### src/hdl/mlpq_pkg.sv
package mlpq_pkg;

  // Queue geometry
  localparam int LEVELS       = 16;
  localparam int LEVEL_DEPTH  = 16;
  localparam int HANDLE_WIDTH = 16;

  // Fixed field widths of the transaction payloads
  localparam int PRIO_W = 4;
  localparam int HDL_W  = 16;
  localparam int STAT_W = 2;

  // Derived widths
  localparam int LVL_W  = (LEVELS > 1) ? $clog2(LEVELS) : 1;
  localparam int PTR_W  = (LEVEL_DEPTH > 1) ? $clog2(LEVEL_DEPTH) : 1;
  localparam int CNT_W  = $clog2(LEVEL_DEPTH + 1);
  localparam int ADDR_W = LVL_W + PTR_W;
  localparam int SLOT_DEPTH = 1 << ADDR_W;
  localparam int CMP_W  = (LVL_W + 1 > PRIO_W) ? LVL_W + 1 : PRIO_W;

  // Command codes
  localparam logic CMD_ENQ = 1'b0;
  localparam logic CMD_DEQ = 1'b1;

  // Result status codes
  typedef enum logic [STAT_W-1:0] {
    STAT_OK    = 2'd0,
    STAT_EMPTY = 2'd1,
    STAT_FULL  = 2'd2
  } status_t;

  typedef struct packed {
    logic              command;
    logic [PRIO_W-1:0] priority_req;
    logic [HDL_W-1:0]  item_handle;
  } in_item_t;

  typedef struct packed {
    logic [HDL_W-1:0]  out_handle;
    logic [PRIO_W-1:0] out_level;
    logic [STAT_W-1:0] status;
  } out_item_t;

  // Controller to datapath commands
  typedef struct packed {
    logic capture;
    logic enq_commit;
    logic deq_commit;
    logic deq_load;
  } dp_cmd_t;

  // Datapath to controller status
  typedef struct packed {
    logic is_deq;
    logic out_free;
  } dp_sts_t;

endpackage

### src/hdl/mlpq_ctrl.sv
module mlpq_ctrl
  import mlpq_pkg::*;
(
  input  logic    clk,
  input  logic    rst_n,
  input  logic    in_valid,
  output logic    in_stall,
  input  dp_sts_t sts,
  output dp_cmd_t cmd
);

  typedef enum logic [2:0] {
    ST_IDLE = 3'b001,
    ST_EXEC = 3'b010,
    ST_LOAD = 3'b100
  } state_t;

  state_t state_r, state_nxt;

  // Sequence one transaction: capture, update pointers, load result
  always_comb begin
    state_nxt = state_r;
    cmd       = '0;
    case (state_r)
      ST_IDLE: begin
        if (in_valid) begin
          cmd.capture = 1'b1;
          state_nxt   = ST_EXEC;
        end
      end
      ST_EXEC: begin
        if (sts.is_deq) begin
          cmd.deq_commit = 1'b1;
          state_nxt      = ST_LOAD;
        end else if (sts.out_free) begin
          cmd.enq_commit = 1'b1;
          state_nxt      = ST_IDLE;
        end
      end
      ST_LOAD: begin
        if (sts.out_free) begin
          cmd.deq_load = 1'b1;
          state_nxt    = ST_IDLE;
        end
      end
      default: begin
        state_nxt = ST_IDLE;
      end
    endcase
  end

  always_ff @(posedge clk) begin
    if (!rst_n) begin
      state_r <= ST_IDLE;
    end else begin
      state_r <= state_nxt;
    end
  end

  // Hold off new transactions while one is in flight
  assign in_stall = (state_r != ST_IDLE);

  a_enq_free: assert property (@(posedge clk) disable iff (!rst_n)
    cmd.enq_commit |-> sts.out_free)
    else $error("enqueue result loaded into occupied output register");

  a_load_free: assert property (@(posedge clk) disable iff (!rst_n)
    cmd.deq_load |-> sts.out_free)
    else $error("dequeue result loaded into occupied output register");

  a_capture_exec: assert property (@(posedge clk) disable iff (!rst_n)
    cmd.capture |=> (state_r == ST_EXEC) && in_stall)
    else $error("captured transaction did not enter execution");

endmodule

### config.mk
export PLATFORM = sky130hd
export DESIGN_NAME = mlpq_ctrl
export DESIGN_NICKNAME = d
export VERILOG_FILES = /design/src/hdl/mlpq_pkg.sv /design/src/hdl/mlpq_ctrl.sv
export SDC_FILE = /design/constraint.sdc
export NUM_CORES = 1
export LEC_CHECK = 0
export BUFFER_PORTS_ARGS = -buffer_cell sky130_fd_sc_hd__buf_2
export CORE_AREA = 2 2 39 41
export DETAILED_ROUTE_END_ITERATION = 10
export DIE_AREA = 0 0 41 43
export GPL_TIMING_DRIVEN = 0
export PLACE_DENSITY = 0.31
export SLEW_MARGIN = 0
export SYNTH_ARGS = -nofsm -noshare
export SYNTH_HDL_FRONTEND = slang
export SYNTH_SLANG_ARGS = --single-unit
### constraint.sdc
create_clock -name clk -period 2.6 [get_ports clk]
set_clock_uncertainty 0.15 [all_clocks]
set_input_delay 0.65 -clock clk [delete_from_list [all_inputs] [get_ports clk]]
set_output_delay 0.65 -clock clk [all_outputs]
set_load 0.01 [all_outputs]
[Word-level counts from Yosys, hierarchy flattened]
Index checks and enable logic that the tools add are counted.
Widths: inputs -> output; s select.
Cells by class
  equality and inequality tests: 5
  mux-type cells: 11
Operators with widths (number)
  $mux 3: 3
  $pmux 3 s3: 1
  $mux 1: 6
  $eq 3x1->1 const B: 1
  $eq 3x2->1 const B: 1
  $eq 3x3->1 const B: 1
  $ne 3x1->1 const B: 1
  $mux 2: 1
  $ne 2x2->1 const B: 1
Storage, ports and cells
  flip-flop bits (word level): 3
  bits of input ports: 5
  output and inout port bits: 5
  word-level logic and storage cells: 17

[Depth between registers and ports, before layout]
  depth in word-level cells: 3
  depth in mapped cells: 3
  depth with buffers taken out: 3

[Worst setup path before layout]
No wires, ideal clock.
  path type: input to output
  start: input sts[0] (netlist name)
  end: output cmd[2] (netlist name)
  arrival: 1098 ps
  data required time: 1800 ps
  slack: 702 ps
  stages: 2
  path buffers: 0
  cell sequence: nor2b_1 -> nor3b_1
RTL lines
  start, declared: RTL line mlpq_ctrl.sv:8  | input dp_sts_t sts,
  end, declared: RTL line mlpq_ctrl.sv:9  | output dp_cmd_t cmd

==> reports/qor.yml <==
clock_network:
  post_cts_buffers: 0
  cts.repair.resized: 0
  path_clk_slew_ns: 0.04
  clock_latency_ns: 0.23
  cts_made_buffers: 3
  clock_tree.root_cell: "clkbuf_4"
  cts_htree_levels: 1
  ctsHoldBuffers: 0
  clk_path_buf_depth: 2
  cts_tree: "built"
  clkSinkCount: 3
layout:
  area_growth_pct: 45.91
  regMostFlops: "state_r"
  largest_register_ffs: 3
  layout_commonest_cell: "buf_2"
  n_antenna_cell: 0
  fin_util_pct: 20.98
  final-instance-count-excl-fill: 50
  top_regs: "state_r (3)"
  drive_gt1_share_pct: 50.00
  final_net_count: 40
  layout_common_cells: "buf_2, clkbuf_4, dfxtp_1"
worst_setup_path:
  cp_max_fo: 7
  critPathRequiredTime_ns: 1.80
  max_stage_delay_ns: 0.42
  end_kind: "primary output"
  crit_chain: "or3b_4, nor2_4, buf_2"
  critPathLaunchType: "register"
  worst_ep_arrival_time_ns: 1.29
  critPathKind: "reg -> out"
  slowest_stage: "or3b_4"
yosys:
  synthXorXnorAreaFrac_pct: 0
  synth.largest_area_cell: "dfxtp_1"
  ys.warnings.count: 0
  synth.distinct_cells: 17
  avgSynthCellArea_sq_um: 9.473
  synth-compound-area-share_pct: 15.72
  syn_inst: 21
  netlist_area_sq_um: 198.9
  synth_seq_cells: 3
  synth_top_family_by_area: "simple AND/OR/NAND/NOR gates"
  synth-adder-area-share_pct: 0
  mappedNetlistNets: 26
  synth_simple_gate_area_share_pct: 50.31
  muxShareOfSynthArea_pct: 0
  yosysSeqAreaShare_pct: 30.19
  synth_area_leaders: "dfxtp_1, nor3b_1, a22oi_2"
  synth_top_area_share_pct: 30.19
sta:
  worstMarginPinSlew_ns: 0.2673
  maxSlewHeadroom_pct: 81.93
  rsz0062_at_grt: "no"
  setup_viol: 0
  finalCritPeriodShare_pct: 80.33
  fmax_mhz: 478.8
  maxSlewViolCount: 0
  finalHoldViolCount: 0
  finalSetupTns_ns: 0
  holdWs_ns: 0.3557
  worst_slack_ns: 0.5115
  fin_crit_ns: 2.089
route:
  drc_errors: 0
  wirelength_microns: 443
  dr.pass1.iters: 1
  avgRoutedWirePerCell_microns: 8.860
  postRouteAntennaNets: 0
  drtIter0Drc: 0
  viasPerCell: 3.880
  vias: 194
placed_design:
  place_congestion: 0.5936
  place_inst: 46
  place_ws_ns: 0.5522
  portBuffers: 9
power:
  leakagePower_nw: 0.1214
  p_switching_w: 0.00003804
  powerDensity_nw_per_um2: 545.4
  p_int_w: 0.0001203
  p_comb_share_pct: 16.3
  irDropWorstVdd_v: 0.0001657
  p_clk_share_pct: 50.6
  pwr-share-seq_pct: 33.1
  switching_share_pct: 24.02
grt:
  grt-ovfl-total: 0
  grt_pass1_wl_microns: 779
  track_usage_pct: 6.820
  antenna_found_initial: 0
  grt_pass1_vias: 222
  grt_max_degree: 8
die:
  placementRows: 14
  num_io_pins: 10
  initial_core_util_pct: 14.38
  die-area_sq_um: 1763
  dieWidth_microns: 41
  fp.dieH_microns: 43
  core_sq_um: 1384
status:
  status: "complete, no violations"
run:
  cap_violations: 0
hold_path:
  hold_path.class: "reg -> reg"
## synth_stat cells, drive strengths merged
master,count
nand2b,1
nor4b,1
nand3b,1
a21boi,1
nor2b,1
and4bb,1
a31oi,1
nor3b,2
and2b,1
a22oi,1
o21ai,1
dfxtp,3
inv,2
or3b,2
nor2,2
## final cells by class
cell class | instances | area, sq um
Sequential cell | 3 | 60.06
Clock buffer | 4 | 26.28
Fill cell | 176 | 1094
Inverter | 2 | 7.507
Tap cell | 16 | 20.02
Multi-Input combinational cell | 16 | 131.4
Timing Repair Buffer | 9 | 45.04
## path summary, 6_finish.rpt
path / slack [ns] / cells past startpoint / endpoint / from
max: 0.51 / 3 / cmd[3] / state_r[0]
min: 0.36 / 1 / state_r[1] / state_r[2]
max reg2reg: 1.33 / 3 / state_r[0] / state_r[0]
min reg2reg: 0.36 / 1 / state_r[1] / state_r[2]
## routing by layer
| metal | global-route usage [%] | routed length [microns] |
|---|---|---|
| met1 | 6.410 | 163 |
| met4 | 8.000 | 0 |
| met3 | 1.571 | 15 |
| met5 | 0 | 0 |
| met2 | 10.31 | 264 |
## cell families after synthesis
logic type	after synthesis
AO/OA/AOI/OAI	4
buffers and inverters	2
flip-flops	3
AND/OR/NAND/NOR	12
## per-stage QoR
| stage | total power (W) | cell area (sq um) |
|---|---|---|
| floorplan | 0.00006941 | 198.9 |
| global placement | 0.00008004 | 264.0 |
| detailed placement | 0.00007965 | 264.0 |
| CTS | 0.0001653 | 290.3 |
| global route | 0.0001699 | 290.3 |
| finish | 0.0001583 | 290.3 |
## power groups by stage
| stage | sequential (W) | clock (W) | combinational [W] |
|---|---|---|---|
| 2_1_floorplan | 0.0000520 | 0 | 0.0000174 |
| 3_3_place_gp | 0.0000534 | 0 | 0.0000266 |
| 3_5_place_dp | 0.0000532 | 0 | 0.0000265 |
| 4_1_cts | 0.0000524 | 0.0000863 | 0.0000266 |
| 5_1_grt | 0.0000529 | 0.0000884 | 0.0000287 |
| 6_report | 0.0000524 | 0.0000801 | 0.0000259 |
## critical path: cells and delay by family, from the launching register on
kind / cells / cell delay [ns]
flops: 1 / 0.41
buf+inv: 1 / 0.13
simple gates: 2 / 0.52
Power figures use the tool's default switching activity.
